**src/hdl/bwec_pkg.sv**
```systemverilog
`default_nettype none

package bwec_pkg;

  // Ring of stamped bumps.
  localparam int unsigned RING_DEPTH = 16;
  localparam int unsigned RING_AW    = (RING_DEPTH > 1) ? $clog2(RING_DEPTH) : 1;
  localparam int unsigned CNT_W      = $clog2(RING_DEPTH + 1);
  localparam int unsigned SUM_W      = CNT_W + 1;

  // Field widths.
  localparam int unsigned TIME_W     = 32;
  localparam int unsigned SIDE_W     = 2;
  localparam int unsigned BTT_W      = 5;
  localparam int unsigned TICKS_W    = 16;
  localparam int unsigned SPEED_W    = 15;
  localparam int unsigned CMD_W      = 16;
  localparam int unsigned CFG_IDX_W  = 3;
  localparam int unsigned CFG_DATA_W = 16;
  localparam int unsigned CMP_W      = (CNT_W > BTT_W) ? CNT_W : BTT_W;

  localparam logic [RING_AW-1:0] LAST_SLOT  = RING_AW'(RING_DEPTH - 1);
  localparam logic [CNT_W-1:0]   FULL_COUNT = CNT_W'(RING_DEPTH);

  // Input opcodes.
  localparam logic OP_BUMP = 1'b0;
  localparam logic OP_TICK = 1'b1;

  // Bumper sides that steer the turn.
  localparam logic [SIDE_W-1:0] SIDE_LEFT  = 2'd0;
  localparam logic [SIDE_W-1:0] SIDE_RIGHT = 2'd2;

  // Configuration register indexes.
  typedef enum logic [CFG_IDX_W-1:0] {
    CFG_BUMPS_TO_TRIGGER = 3'd0,
    CFG_WINDOW_TICKS     = 3'd1,
    CFG_HOLDOFF_TICKS    = 3'd2,
    CFG_EVADE_TICKS      = 3'd3,
    CFG_REVERSE_SPEED    = 3'd4,
    CFG_TURN_SPEED       = 3'd5
  } cfg_idx_e;

  // Register values after reset.
  localparam logic [BTT_W-1:0]   BTT_RST     = 5'd2;
  localparam logic [TICKS_W-1:0] WINDOW_RST  = 16'd300;
  localparam logic [TICKS_W-1:0] HOLDOFF_RST = 16'd300;
  localparam logic [TICKS_W-1:0] EVADE_RST   = 16'd50;
  localparam logic [SPEED_W-1:0] REVERSE_RST = 15'd3277;
  localparam logic [SPEED_W-1:0] TURN_RST    = 15'd2458;

  typedef struct packed {
    logic [BTT_W-1:0]   bumps_to_trigger;
    logic [TICKS_W-1:0] window_ticks;
    logic [TICKS_W-1:0] holdoff_ticks;
    logic [TICKS_W-1:0] evade_ticks;
    logic [SPEED_W-1:0] reverse_speed;
    logic [SPEED_W-1:0] turn_speed;
  } cfg_t;

  typedef struct packed {
    logic              opcode;
    logic [SIDE_W-1:0] bump_side;
    logic              bump_pressed;
  } in_t;

  typedef struct packed {
    logic signed [CMD_W-1:0] linear_cmd;
    logic signed [CMD_W-1:0] angular_cmd;
  } out_t;

  // One ring entry: tick stamp and bumper side.
  typedef struct packed {
    logic [TIME_W-1:0] stamp;
    logic [SIDE_W-1:0] side;
  } entry_t;

  localparam int unsigned ENTRY_W = $bits(entry_t);

  typedef enum logic [1:0] {
    ST_IDLE,
    ST_PRUNE_RD,
    ST_PRUNE_CHK,
    ST_CMD
  } state_e;

endpackage

`default_nettype wire

```
**src/hdl/bwec_ram.sv**
```systemverilog
`default_nettype none

module bwec_ram #(
  parameter int unsigned WIDTH = 8,
  parameter int unsigned DEPTH = 16
) (
  input  wire logic                                        clk_i,
  input  wire logic                                        we_i,
  input  wire logic [((DEPTH > 1) ? $clog2(DEPTH) : 1)-1:0] waddr_i,
  input  wire logic [WIDTH-1:0]                            wdata_i,
  input  wire logic                                        re_i,
  input  wire logic [((DEPTH > 1) ? $clog2(DEPTH) : 1)-1:0] raddr_i,
  output logic      [WIDTH-1:0]                            rdata_o
);

  logic [WIDTH-1:0] mem_q [DEPTH];
  logic [WIDTH-1:0] rdata_q;

  // One write and one registered read per cycle; read data holds between reads.
  always_ff @(posedge clk_i) begin
    if (we_i) begin
      mem_q[waddr_i] <= wdata_i;
    end
    if (re_i) begin
      rdata_q <= mem_q[raddr_i];
    end
  end

  assign rdata_o = rdata_q;

endmodule

`default_nettype wire

```
**src/hdl/bwec_cfg.sv**
```systemverilog
`default_nettype none

module bwec_cfg (
  input  wire logic                                clk_i,
  input  wire logic                                rst_ni,
  input  wire logic                                cfg_we_i,
  input  wire logic [bwec_pkg::CFG_IDX_W-1:0]      cfg_idx_i,
  input  wire logic [bwec_pkg::CFG_DATA_W-1:0]     cfg_wdata_i,
  output bwec_pkg::cfg_t                           cfg_o
);

  bwec_pkg::cfg_t cfg_q;

  // Register bank; writes beyond the list are dropped.
  always_ff @(posedge clk_i or negedge rst_ni) begin
    if (!rst_ni) begin
      cfg_q.bumps_to_trigger <= bwec_pkg::BTT_RST;
      cfg_q.window_ticks     <= bwec_pkg::WINDOW_RST;
      cfg_q.holdoff_ticks    <= bwec_pkg::HOLDOFF_RST;
      cfg_q.evade_ticks      <= bwec_pkg::EVADE_RST;
      cfg_q.reverse_speed    <= bwec_pkg::REVERSE_RST;
      cfg_q.turn_speed       <= bwec_pkg::TURN_RST;
    end else if (cfg_we_i) begin
      case (bwec_pkg::cfg_idx_e'(cfg_idx_i))
        bwec_pkg::CFG_BUMPS_TO_TRIGGER: begin
          cfg_q.bumps_to_trigger <= cfg_wdata_i[bwec_pkg::BTT_W-1:0];
        end
        bwec_pkg::CFG_WINDOW_TICKS: begin
          cfg_q.window_ticks <= cfg_wdata_i[bwec_pkg::TICKS_W-1:0];
        end
        bwec_pkg::CFG_HOLDOFF_TICKS: begin
          cfg_q.holdoff_ticks <= cfg_wdata_i[bwec_pkg::TICKS_W-1:0];
        end
        bwec_pkg::CFG_EVADE_TICKS: begin
          cfg_q.evade_ticks <= cfg_wdata_i[bwec_pkg::TICKS_W-1:0];
        end
        bwec_pkg::CFG_REVERSE_SPEED: begin
          cfg_q.reverse_speed <= cfg_wdata_i[bwec_pkg::SPEED_W-1:0];
        end
        bwec_pkg::CFG_TURN_SPEED: begin
          cfg_q.turn_speed <= cfg_wdata_i[bwec_pkg::SPEED_W-1:0];
        end
        default: begin
        end
      endcase
    end
  end

  assign cfg_o = cfg_q;

endmodule

`default_nettype wire

```
**src/hdl/bwec_ctrl.sv**
```systemverilog
`default_nettype none

module bwec_ctrl (
  input  wire logic                                 clk_i,
  input  wire logic                                 rst_ni,
  input  wire bwec_pkg::cfg_t                       cfg_i,
  input  wire logic                                 in_valid_i,
  output logic                                      in_stall_o,
  input  wire bwec_pkg::in_t                        in_data_i,
  output logic                                      out_valid_o,
  input  wire logic                                 out_stall_i,
  output bwec_pkg::out_t                            out_data_o,
  output logic                                      ram_we_o,
  output logic [bwec_pkg::RING_AW-1:0]              ram_waddr_o,
  output bwec_pkg::entry_t                          ram_wdata_o,
  output logic                                      ram_re_o,
  output logic [bwec_pkg::RING_AW-1:0]              ram_raddr_o,
  input  wire bwec_pkg::entry_t                     ram_rdata_i
);

  bwec_pkg::state_e                   state_q, state_d;
  logic [bwec_pkg::TIME_W-1:0]        tick_q, tick_d;
  logic [bwec_pkg::RING_AW-1:0]       head_q, head_d;
  logic [bwec_pkg::CNT_W-1:0]         count_q, count_d;
  logic                               evading_q, evading_d;
  logic [bwec_pkg::TIME_W-1:0]        start_q, start_d;
  logic [bwec_pkg::TIME_W-1:0]        end_q, end_d;
  logic                               out_valid_q, out_valid_d;
  bwec_pkg::out_t                     out_q, out_d;

  logic                               in_acc;
  logic                               is_tick;
  logic                               is_bump;
  logic [bwec_pkg::TIME_W-1:0]        tick_now;
  logic                               in_window;
  logic                               holdoff_done;
  logic                               count_zero;
  logic                               aged;
  logic                               trig;
  logic                               out_free;
  logic [bwec_pkg::RING_AW-1:0]       head_inc;
  logic [bwec_pkg::RING_AW-1:0]       last_slot;
  logic [bwec_pkg::SUM_W-1:0]         old_sum;
  logic [bwec_pkg::RING_AW-1:0]       oldest;

  // Items are taken only between operations; the ring is never read and
  // written in the same cycle, so no forwarding is needed.
  assign in_acc   = in_valid_i && (state_q == bwec_pkg::ST_IDLE);
  assign is_tick  = in_data_i.opcode == bwec_pkg::OP_TICK;
  assign is_bump  = in_data_i.opcode == bwec_pkg::OP_BUMP;
  assign tick_now = tick_q + bwec_pkg::TIME_W'(1);

  // Modular time comparisons against the configured spans.
  assign in_window    = (tick_now - start_q) <= bwec_pkg::TIME_W'(cfg_i.evade_ticks);
  assign holdoff_done = (tick_now - end_q) > bwec_pkg::TIME_W'(cfg_i.holdoff_ticks);
  assign aged = (tick_q - ram_rdata_i.stamp) > bwec_pkg::TIME_W'(cfg_i.window_ticks);

  assign count_zero = count_q == '0;
  assign trig = bwec_pkg::CMP_W'(count_q) >= bwec_pkg::CMP_W'(cfg_i.bumps_to_trigger);
  assign out_free = !out_valid_q || !out_stall_i;

  // Ring slot arithmetic for any depth.
  assign head_inc  = (head_q == bwec_pkg::LAST_SLOT) ? '0 : head_q + bwec_pkg::RING_AW'(1);
  assign last_slot = (head_q == '0) ? bwec_pkg::LAST_SLOT : head_q - bwec_pkg::RING_AW'(1);
  assign old_sum = bwec_pkg::SUM_W'(head_q) + bwec_pkg::SUM_W'(bwec_pkg::RING_DEPTH)
                 - bwec_pkg::SUM_W'(count_q);
  assign oldest  = (old_sum >= bwec_pkg::SUM_W'(bwec_pkg::RING_DEPTH))
                 ? bwec_pkg::RING_AW'(old_sum - bwec_pkg::SUM_W'(bwec_pkg::RING_DEPTH))
                 : bwec_pkg::RING_AW'(old_sum);

  // Next state.
  always_comb begin
    state_d = state_q;
    case (state_q)
      bwec_pkg::ST_IDLE: begin
        if (in_acc && is_tick) begin
          if (evading_q) begin
            state_d = in_window ? bwec_pkg::ST_CMD : bwec_pkg::ST_IDLE;
          end else begin
            state_d = holdoff_done ? bwec_pkg::ST_PRUNE_RD : bwec_pkg::ST_IDLE;
          end
        end
      end
      bwec_pkg::ST_PRUNE_RD: begin
        state_d = count_zero ? bwec_pkg::ST_IDLE : bwec_pkg::ST_PRUNE_CHK;
      end
      bwec_pkg::ST_PRUNE_CHK: begin
        state_d = aged ? bwec_pkg::ST_PRUNE_RD : bwec_pkg::ST_IDLE;
      end
      bwec_pkg::ST_CMD: begin
        state_d = out_free ? bwec_pkg::ST_IDLE : bwec_pkg::ST_CMD;
      end
      default: begin
        state_d = bwec_pkg::ST_IDLE;
      end
    endcase
  end

  // Datapath, ring accesses and result register.
  always_comb begin
    tick_d      = tick_q;
    head_d      = head_q;
    count_d     = count_q;
    evading_d   = evading_q;
    start_d     = start_q;
    end_d       = end_q;
    out_valid_d = out_valid_q && out_stall_i;
    out_d       = out_q;
    ram_we_o    = 1'b0;
    ram_waddr_o = head_q;
    ram_wdata_o.stamp = tick_q;
    ram_wdata_o.side  = in_data_i.bump_side;
    ram_re_o    = 1'b0;
    ram_raddr_o = oldest;

    case (state_q)
      bwec_pkg::ST_IDLE: begin
        if (in_acc && is_bump && in_data_i.bump_pressed) begin
          // Store the bump at the head, overwriting the oldest when full.
          ram_we_o = 1'b1;
          head_d   = head_inc;
          if (count_q != bwec_pkg::FULL_COUNT) begin
            count_d = count_q + bwec_pkg::CNT_W'(1);
          end
        end else if (in_acc && is_tick) begin
          tick_d = tick_now;
          if (evading_q) begin
            if (in_window) begin
              // Fetch the newest bump to choose the turn direction.
              ram_re_o    = 1'b1;
              ram_raddr_o = last_slot;
            end else begin
              evading_d = 1'b0;
              end_d     = tick_now;
            end
          end
        end
      end
      bwec_pkg::ST_PRUNE_RD: begin
        if (count_zero) begin
          if (trig) begin
            evading_d = 1'b1;
            start_d   = tick_q;
          end
        end else begin
          ram_re_o = 1'b1;
        end
      end
      bwec_pkg::ST_PRUNE_CHK: begin
        if (aged) begin
          count_d = count_q - bwec_pkg::CNT_W'(1);
        end else if (trig) begin
          evading_d = 1'b1;
          start_d   = tick_q;
        end
      end
      bwec_pkg::ST_CMD: begin
        if (out_free) begin
          out_valid_d       = 1'b1;
          out_d.linear_cmd  = $signed(bwec_pkg::CMD_W'(0)
                                      - bwec_pkg::CMD_W'(cfg_i.reverse_speed));
          out_d.angular_cmd = '0;
          if (!count_zero) begin
            if (ram_rdata_i.side == bwec_pkg::SIDE_LEFT) begin
              out_d.angular_cmd = $signed(bwec_pkg::CMD_W'(cfg_i.turn_speed));
            end else if (ram_rdata_i.side == bwec_pkg::SIDE_RIGHT) begin
              out_d.angular_cmd = $signed(bwec_pkg::CMD_W'(0)
                                          - bwec_pkg::CMD_W'(cfg_i.turn_speed));
            end
          end
        end
      end
      default: begin
      end
    endcase
  end

  // Control state.
  always_ff @(posedge clk_i or negedge rst_ni) begin
    if (!rst_ni) begin
      state_q     <= bwec_pkg::ST_IDLE;
      tick_q      <= '0;
      head_q      <= '0;
      count_q     <= '0;
      evading_q   <= 1'b0;
      start_q     <= '0;
      end_q       <= '0;
      out_valid_q <= 1'b0;
    end else begin
      state_q     <= state_d;
      tick_q      <= tick_d;
      head_q      <= head_d;
      count_q     <= count_d;
      evading_q   <= evading_d;
      start_q     <= start_d;
      end_q       <= end_d;
      out_valid_q <= out_valid_d;
    end
  end

  // Result payload.
  always_ff @(posedge clk_i) begin
    out_q <= out_d;
  end

  assign in_stall_o  = state_q != bwec_pkg::ST_IDLE;
  assign out_valid_o = out_valid_q;
  assign out_data_o  = out_q;

endmodule

`default_nettype wire

```
**src/hdl/bump_window_evade_controller_unit.sv**
```systemverilog
`default_nettype none

// Bump window evade controller. Pressed bump beats are stamped with the tick
// count and kept in a ring memory of RING_DEPTH entries; tick beats drive an
// evade manoeuvre that reverses and turns away from the newest bump. A bump
// beat and a tick that neither triggers nor emits are absorbed without
// stalling the input. A tick inside the evade window reads the newest side
// from the ring and then waits until the result register can take the
// command, which out_stall_i may hold off. An idle tick past the holdoff
// checks the ring from the oldest entry, dropping aged entries until one is
// kept or the ring is empty; each examined entry costs one read of the ring
// memory's single read port and one compare. The ring needs no clearing
// after reset, and configuration may be written whenever the block is idle.
module bump_window_evade_controller_unit (
  input  wire logic                             clk_i,
  input  wire logic                             rst_ni,
  input  wire logic                             cfg_we_i,
  input  wire logic [bwec_pkg::CFG_IDX_W-1:0]   cfg_idx_i,
  input  wire logic [bwec_pkg::CFG_DATA_W-1:0]  cfg_wdata_i,
  input  wire logic                             in_valid_i,
  output logic                                  in_stall_o,
  input  wire bwec_pkg::in_t                    in_data_i,
  output logic                                  out_valid_o,
  input  wire logic                             out_stall_i,
  output bwec_pkg::out_t                        out_data_o
);

  bwec_pkg::cfg_t                 cfg;
  logic                           ram_we;
  logic [bwec_pkg::RING_AW-1:0]   ram_waddr;
  bwec_pkg::entry_t               ram_wdata;
  logic                           ram_re;
  logic [bwec_pkg::RING_AW-1:0]   ram_raddr;
  logic [bwec_pkg::ENTRY_W-1:0]   ram_rdata;

  // Configuration registers.
  bwec_cfg u_cfg (
    .clk_i       (clk_i),
    .rst_ni      (rst_ni),
    .cfg_we_i    (cfg_we_i),
    .cfg_idx_i   (cfg_idx_i),
    .cfg_wdata_i (cfg_wdata_i),
    .cfg_o       (cfg)
  );

  // Ring of stamped bumps.
  bwec_ram #(
    .WIDTH (bwec_pkg::ENTRY_W),
    .DEPTH (bwec_pkg::RING_DEPTH)
  ) u_ring (
    .clk_i   (clk_i),
    .we_i    (ram_we),
    .waddr_i (ram_waddr),
    .wdata_i (ram_wdata),
    .re_i    (ram_re),
    .raddr_i (ram_raddr),
    .rdata_o (ram_rdata)
  );

  // Sequencer and result register.
  bwec_ctrl u_ctrl (
    .clk_i       (clk_i),
    .rst_ni      (rst_ni),
    .cfg_i       (cfg),
    .in_valid_i  (in_valid_i),
    .in_stall_o  (in_stall_o),
    .in_data_i   (in_data_i),
    .out_valid_o (out_valid_o),
    .out_stall_i (out_stall_i),
    .out_data_o  (out_data_o),
    .ram_we_o    (ram_we),
    .ram_waddr_o (ram_waddr),
    .ram_wdata_o (ram_wdata),
    .ram_re_o    (ram_re),
    .ram_raddr_o (ram_raddr),
    .ram_rdata_i (ram_rdata)
  );

endmodule

`default_nettype wire

```
**config.mk**
```make
export PLATFORM = sky130hd
export DESIGN_NAME = bump_window_evade_controller_unit
export DESIGN_NICKNAME = d
export VERILOG_FILES = /design/src/hdl/bwec_pkg.sv /design/src/hdl/bwec_ram.sv /design/src/hdl/bwec_cfg.sv /design/src/hdl/bwec_ctrl.sv /design/src/hdl/bump_window_evade_controller_unit.sv
export SDC_FILE = /design/constraint.sdc
export NUM_CORES = 1
export LEC_CHECK = 0
export ABC_AREA = 1
export CAP_MARGIN = 5
export CORE_MARGIN = 2
export CORE_UTILIZATION = 30
export DETAILED_ROUTE_END_ITERATION = 10
export DONT_BUFFER_PORTS = 1
export PLACE_DENSITY = 0.43
export SLEW_MARGIN = 20
export SYNTH_ARGS = -nofsm -noshare
export SYNTH_HDL_FRONTEND = slang
export SYNTH_SLANG_ARGS = --single-unit
```
**constraint.sdc**
```tcl
create_clock -name clk_i -period 15.3 [get_ports clk_i]
set_input_delay 3.06 -clock clk_i [delete_from_list [all_inputs] [get_ports clk_i]]
set_output_delay 3.06 -clock clk_i [all_outputs]
set_load 0.005 [all_outputs]
```
=== Yosys cells after proc, flatten, opt, wreduce, memory -nomap -nowiden ===
Memory sizes are Yosys's and may differ from the RTL's. A register that Yosys moved wholly into a read port is not among the register bits.
Cells that the tools add are included.

* Bits in registers: 224
* Bits in writable memories: 544
* Input bits: 28
* Output and inout bits: 34
* Word-level logic and storage cells: 133
* Memories kept: 1

* $add $sub $neg: 13
* $lt $le $gt $ge: 5
* Equality and inequality tests: 18
* Mux-type cells: 44
* Bitwise operators: 4
* Reduce and logical (&&, ||, !) cells: 31

{| class="wikitable"
|+ Memory list
! memory !! depth !! width !! read ports !! clocked after Yosys merged registers in !! write ports !! line !! text
|-
| u_ring.mem_q || 16 || 34 || 1 || 1 || 1 || bwec_ram.sv:16 || <nowiki>logic [WIDTH-1:0] mem_q [DEPTH];</nowiki>
|}

{| class="wikitable"
|+ Operators with widths
! kind !! number
|-
| 2-to-1 mux 32 bit || 3
|-
| subtractor 32 bit || 3
|-
| greater-than comparator 32 x 16 -> 1 bit || 2
|-
| one-hot mux 32 bit (2 select lines) || 1
|-
| adder 32 x 1 -> 32 bit (second input constant) || 1
|-
| <= comparator 32 x 16 -> 1 bit || 1
|-
| 2-to-1 mux 4 bit || 8
|-
| subtractor 1 x 15 -> 16 bit (first input constant) || 2
|-
| 2-to-1 mux 15 bit || 2
|-
| 2-to-1 mux 1 bit || 18
|-
| AND reduction 2 bit || 8
|-
| 2-to-1 mux 5 bit || 3
|-
| 2-to-1 mux 2 bit || 5
|-
| inequality test 2 bit (second input constant) || 5
|-
| one-hot mux 5 bit (2 select lines) || 1
|-
| AND reduction 5 bit || 2
|-
| one-hot mux 2 bit (4 select lines) || 1
|-
| subtractor 4 x 1 -> 4 bit (second input constant) || 2
|-
| adder 4 x 5 -> 6 bit (second input constant) || 1
|-
| == test 2 bit (second input constant) || 3
|-
| == test 3 x 2 -> 1 bit (second input constant) || 2
|-
| == test 3 bit (second input constant) || 2
|-
| >= comparator 6 x 5 -> 1 bit (second input constant) || 1
|-
| AND reduction 3 bit || 2
|-
| 24 further kinds || 36
|}

=== Logic depth before layout (Yosys ltp) ===
* Depth after elaboration: 9
* Depth in mapped cells: 40
* Gate-level depth less buffers: 38

=== By module ===
Synthesis repeated with hierarchy kept, for this count alone.

* Cell total of the unflattened synthesis: 5079
* Area total of the unflattened synthesis: 43301.5 sq um

{| class="wikitable"
|+ Modules (own cells, without submodules)
! module !! instances !! cells each !! area an instance (sq um) !! seq. area each (sq um)
|-
| bwec_ram || 1 || 2250 || 24280.8 || 17356.6
|-
| bwec_ctrl || 1 || 2459 || 15718.8 || 3688.5
|-
| bwec_cfg || 1 || 370 || 3301.9 || 2108.3
|}

=== Worst setup path before layout ===
OpenSTA, ideal clock, no wires.

* Kind: input to register
* Start point: in in_data_i[3] (netlist bit)
* End point: mem u_ring.mem_q[11][0] (netlist bit), enable pin
* Setup time: 0.425 ns
* Arrival time: 4.967 ns
* Data required time: 14.875 ns
* Setup slack: 9.908 ns
* Stages: 5
* Path buffers: 0
* Cell sequence: inv_1 -> nand4_1 -> clkinv_1 -> nand2_1 -> nor2_1

* Longest elaborated chain between the ends: 7

{| class="wikitable"
|+ Ends and longest elaborated chain
! element !! line !! text
|-
| start: declaration || bump_window_evade_controller_unit.sv:22 || <nowiki>input wire bwec_pkg::in_t in_data_i,</nowiki>
|-
| inverter 1 bit || bwec_ctrl.sv:50 || <nowiki>assign is_bump = in_data_i.opcode == bwec_pkg::OP_BUMP;</nowiki>
|-
| logical AND 1 bit (2 in a row) || bwec_ctrl.sv:118 || <nowiki>if (in_acc && is_bump && in_data_i.bump_pressed) begin</nowiki>
|-
| 2-to-1 mux 1 bit || bwec_ctrl.sv:118 ||
|-
| 2-to-1 mux 1 bit || bwec_ctrl.sv:116 || <nowiki>case (state_q)</nowiki>
|-
| 2-to-1 mux 1 bit || bwec_ram.sv:21 || <nowiki>if (we_i) begin</nowiki>
|-
| 2-to-1 mux 1 bit (implied by the code) || bwec_ram.sv:22 || <nowiki>mem_q[waddr_i] <= wdata_i;</nowiki>
|-
| end: declaration || bwec_ram.sv:16 ||
|}

No other way between the ends.

=== Final worst setup path ===
* Start point: reg u_ctrl.tick_q[1] (netlist bit)
* End point: reg u_ring.rdata_q[21], in the netlist u_ring.rdata_o[21] (read register of u_ring.mem_q) (data pin)

* Longest elaborated chain between the ends: 8
* Elaborated cells on any way between the ends: 13
* Classes of those cells: add/sub: 2; order compare: 1; mux: 10

{| class="wikitable"
|+ Ends and longest elaborated chain
! element !! line !! text
|-
| start: declaration || bwec_ctrl.sv:22 || <nowiki>logic [bwec_pkg::TIME_W-1:0] tick_q, tick_d;</nowiki>
|-
| start signal: assignment || bwec_ctrl.sv:191 || <nowiki>tick_q <= tick_d;</nowiki>
|-
| adder 32 x 1 -> 32 bit * || bwec_ctrl.sv:51 || <nowiki>assign tick_now = tick_q + bwec_pkg::TIME_W'(1);</nowiki>
|-
| via u_ctrl.tick_now, one bit || bwec_ctrl.sv:34 || <nowiki>logic [bwec_pkg::TIME_W-1:0] tick_now;</nowiki>
|-
| subtractor 32 bit * || bwec_ctrl.sv:54 || <nowiki>assign in_window = (tick_now - start_q) <= bwec_pkg::TIME_W'(cfg_i.evade_ticks);</nowiki>
|-
| <= comparator 32 x 16 -> 1 bit * || bwec_ctrl.sv:54 ||
|-
| 2-to-1 mux 1 bit / 2-to-1 mux 4 bit (equally long branches) || bwec_ctrl.sv:128 || <nowiki>if (in_window) begin</nowiki>
|-
| 2-to-1 mux 1 bit / 2-to-1 mux 4 bit (equally long branches) || bwec_ctrl.sv:127 || <nowiki>if (evading_q) begin</nowiki>
|-
| 2-to-1 mux 1 bit / 2-to-1 mux 4 bit (equally long branches) || bwec_ctrl.sv:125 || <nowiki>end else if (in_acc && is_tick) begin</nowiki>
|-
| 2-to-1 mux 1 bit / 2-to-1 mux 4 bit (equally long branches) || bwec_ctrl.sv:118 ||
|-
| one-hot mux 1 bit (2 select lines) / 2-to-1 mux 4 bit (equally long branches) || bwec_ctrl.sv:116 ||
|-
| end: declaration || bwec_ram.sv:17 || <nowiki>logic [WIDTH-1:0] rdata_q;</nowiki>
|}

Mark *: on every way through the listed nets, which the timed path passes. The rest lies on a longest branch.
A chain may end at the register's enable or synchronous reset.

==> summary.md <==
| Metric | Value |
|---|---|
| Max_slew headroom | 0.308 |
| GRT Total Usage | 0.185 |
| RSZ-0062 raised after global routing | false |
| Synth area leader | edfxtp_1 |
| Vias | 31.8k |
| CP arrival | 8.83 ns |
| Initial Util | 0.303 |
| Rows | 137 |
| Synth Register Bits | around 800 |
| Vias per inst | approximately 4.7 |
| Slew @ Worst Pin | 1.04 ns |
| Slowest-stage cell, CP | dfrtp_1 |
| Hold Crit Class | register to register |
| Crit path launch type | register |
| Max-cap check violation count | 0 |
| TritonCTS Buffers | a little over 90 |
| # nets final | 4943 |
| PwrDens | between 200 and 250 nW/um2 |
| Crit Path Category | register to register |
| Hold bufs inserted after CTS | 0 |
| Fin. Hold Viols | 0 |
| First-pass DRT Iterations | 5 |
| Period utilization | 0.548 |
| DR iter-0 viols | 2440 |
| CTS tree | built |
| Critical-path maximum fanout | 35 |
| Post-CTS sizing | 0 |
| DIE AREA | 144000 um2 |
| Placer Congestion | 0.858 |
| Critical Path RT | 15.74 ns |
| Leak pwr | 21.0 nW |
| Routed Antenna Nets | 0 |
| Buffers on Ports | 0 |
| Core region area | 140000 um2 |
| Max Slew Vio Count | 0 |
| Pwr Total | 0.0115 W |
| Setup crit end kind | register |
| Post-CTS Setup Repair Bufs | 0 |
| Global-route wire length before repair | 200 mm |
| CP dominant cell by count | nand2_1 |
| Vias in the first global route | 30.6k |
| Area contributors post-synth | edfxtp_1 (43%), nand2_1 (12%), dfrtp_1 (9.9%), nand3_1 (8.4%), inv_1 (6.6%) |
| Final setup viols | 0 |
| Commonest cells after routing, fill and taps aside | nand2_1 (1295), inv_1 (742), nand3_1 (704) |
| Pin count of the biggest net entering global routing | 193 |
| Netlist Area Pre-Place | 42300 um2 |
| Routed wire length | 134 mm |
| Cell variety after synth | 50 |
| Clk root buf | clkbuf_16 |
| Clock slew at reported path FFs | 0.06 ns |
| Synth warn | 0 |
| Post-synth ARST share | 0.239 |
| Die Wd | ~380 um |
| WL/cell | 19.9 um |
| Post-synthesis sequential area ratio | 0.548 |
| Post-Syn Instances | 4774 |
| Worst VDD drop | between 0.3 and 0.4 mV |
| Setup Skew | ~0.033 ns |
| # DRC | 0 |
| Clk_lat worst skew | between 0.7 and 0.8 ns |
| Num Clock Sinks | between 800 and 900 |
| Fmax | 0.119 GHz |
| Syn-to-layout area delta | 11.8% |
| Synth Flop Type | edfxtp_1 |
| Area fraction of the dominant cell type after synthesis | 0.433 |
| Worst-case clock buffer depth | 3 |
| Die span in y | 379 um |
| Io pins | 62 |
| H-tree levels | 3 |
| Tmin final | around 8.4 ns |
| Status | complete, no violations |
| Syn_area_per_cell | 8.85 um2 |
| Setup TNS | 0 ns |
| Most common cell after layout, fill and taps aside | nand2_1 |
| Total gr overflow | 0 |
| Cell family with most CP delay | simple AND/OR/NAND/NOR gates |
| Layout cell share with drive strength beyond 1 | 0.0537 |
| Slowest cell delay on critical path | 0.83 ns |
| HPWL after DPL | 82.0 mm |
| Crit path buf inv count | 5 |
| Post-synth EDFFs | 610 |
| Initial antenna violation count | 6 |
| Post-Syn Nets | 4971 |
-- sequential cells by signal, indices dropped and copies added, names as in the netlist --
name	flops
u_ctrl.evading_q	1
u_ctrl.out_valid_o	1
u_ctrl.end_q	32
u_cfg.cfg_o	83
u_ctrl.count_q	5
u_ctrl.tick_q	32
u_ctrl.state_q	2
u_ctrl.ram_waddr_o	4
u_ring.rdata_o	34
u_ctrl.out_data_o	32
u_ring.mem_q	544
u_ctrl.start_q	32
-- metrics by stage --
step | instances | worst slack, ns | cell area [um2] | util | hold slack, ns
2_1_floorplan | 4774 | 9.91 | 42300 | - | 0.453
3_3_place_gp | 6528 | 7.05 | 44300 | 0.317 | 0.469
3_5_place_dp | 6528 | 6.94 | 44300 | 0.317 | 0.474
4_1_cts | 6700 | 6.89 | 47200 | 0.338 | 0.488
5_1_grt | 6700 | 6.10 | 47300 | 0.338 | 0.510
6_report | 6701 | 6.92 | 47300 | 0.338 | 0.485
-- report_power, final --
group          switching [W]  leakage [nW]  internal [W]
Clock               0.000931          1.42       0.00122
Combinational        0.00449          11.9       0.00192
Sequential          0.000228          7.68       0.00275
Total                0.00564          21.0       0.00589
-- logic make-up (layout without fill, tap and decap cells) --
kind of cell	after synthesis	after routing	share of synthesized area
flip-flops	802	802	0.548
other	0	1	0
AND/OR/NAND/NOR	2298	2298	0.231
adder cells (fa/ha/maj)	169	169	0.0509
buffers and inverters	927	977	0.0876
AO/OA/AOI/OAI	464	464	0.0587
XOR/XNOR	114	114	0.0236
-- tightest hold or removal path: cells and delay by family, from the launching register on --
kind | cells | cell delay (ns)
and+or+nand+nor | 1 | 0.05
AOI/OAI and AO/OA | 1 | 0.06
DFF | 1 | 0.34
-- routing by layer --
| metal | wire [um] | vias up | track usage |
|---|---|---|---|
| li1 | - | 15623 | - |
| met1 | 64100 | 15430 | 0.262 |
| met2 | 62400 | 572 | 0.304 |
| met3 | 4680 | 134 | 0.0201 |
| met4 | 2460 | 0 | 0.0431 |
| met5 | 0 | - | 0 |
-- synth_stat cells (72+ instances only) --
cell      instances
inv_1           742
buf_2            74
nand3_1         707
a21oi_1         148
nor2_1          192
xor2_1           85
clkbuf_1         72
dfrtp_1         167
edfxtp_1        610
ha_1            164
nand2_1        1297
o21ai_0         226
-- final timing paths --
| path | cells after the start | slack [ns] | from | to |
|---|---|---|---|---|
| min in group asynchronous | 0 | 2.07 | rst_ni | u_ctrl.start_q[25] |
| worst min register to register | 2 | 0.49 | u_ctrl.end_q[11] | u_ctrl.end_q[11] |
| worst max-delay path | 37 | 6.92 | u_ctrl.tick_q[1] | u_ring.rdata_o[21] |
| worst max register to register | 37 | 6.92 | u_ctrl.tick_q[1] | u_ring.rdata_o[21] |
| worst min-delay path | 2 | 0.49 | u_ctrl.end_q[11] | u_ctrl.end_q[11] |
| max in group asynchronous | 0 | 12.92 | rst_ni | u_cfg.cfg_o[70] |
-- cell type report --
type                            instances  area [um2]
Fill cell                           14534       92400
Sequential cell                       802       23200
Multi-Input combinational cell       3045       15600
Inverter                              752        2820
Clock buffer                          137        2650
Tap cell                             1876        2350
Timing Repair Buffer                   53         435
Clock inverter                         35         255
Antenna cell                            1        2.50
(Power assumes the default switching activity.)
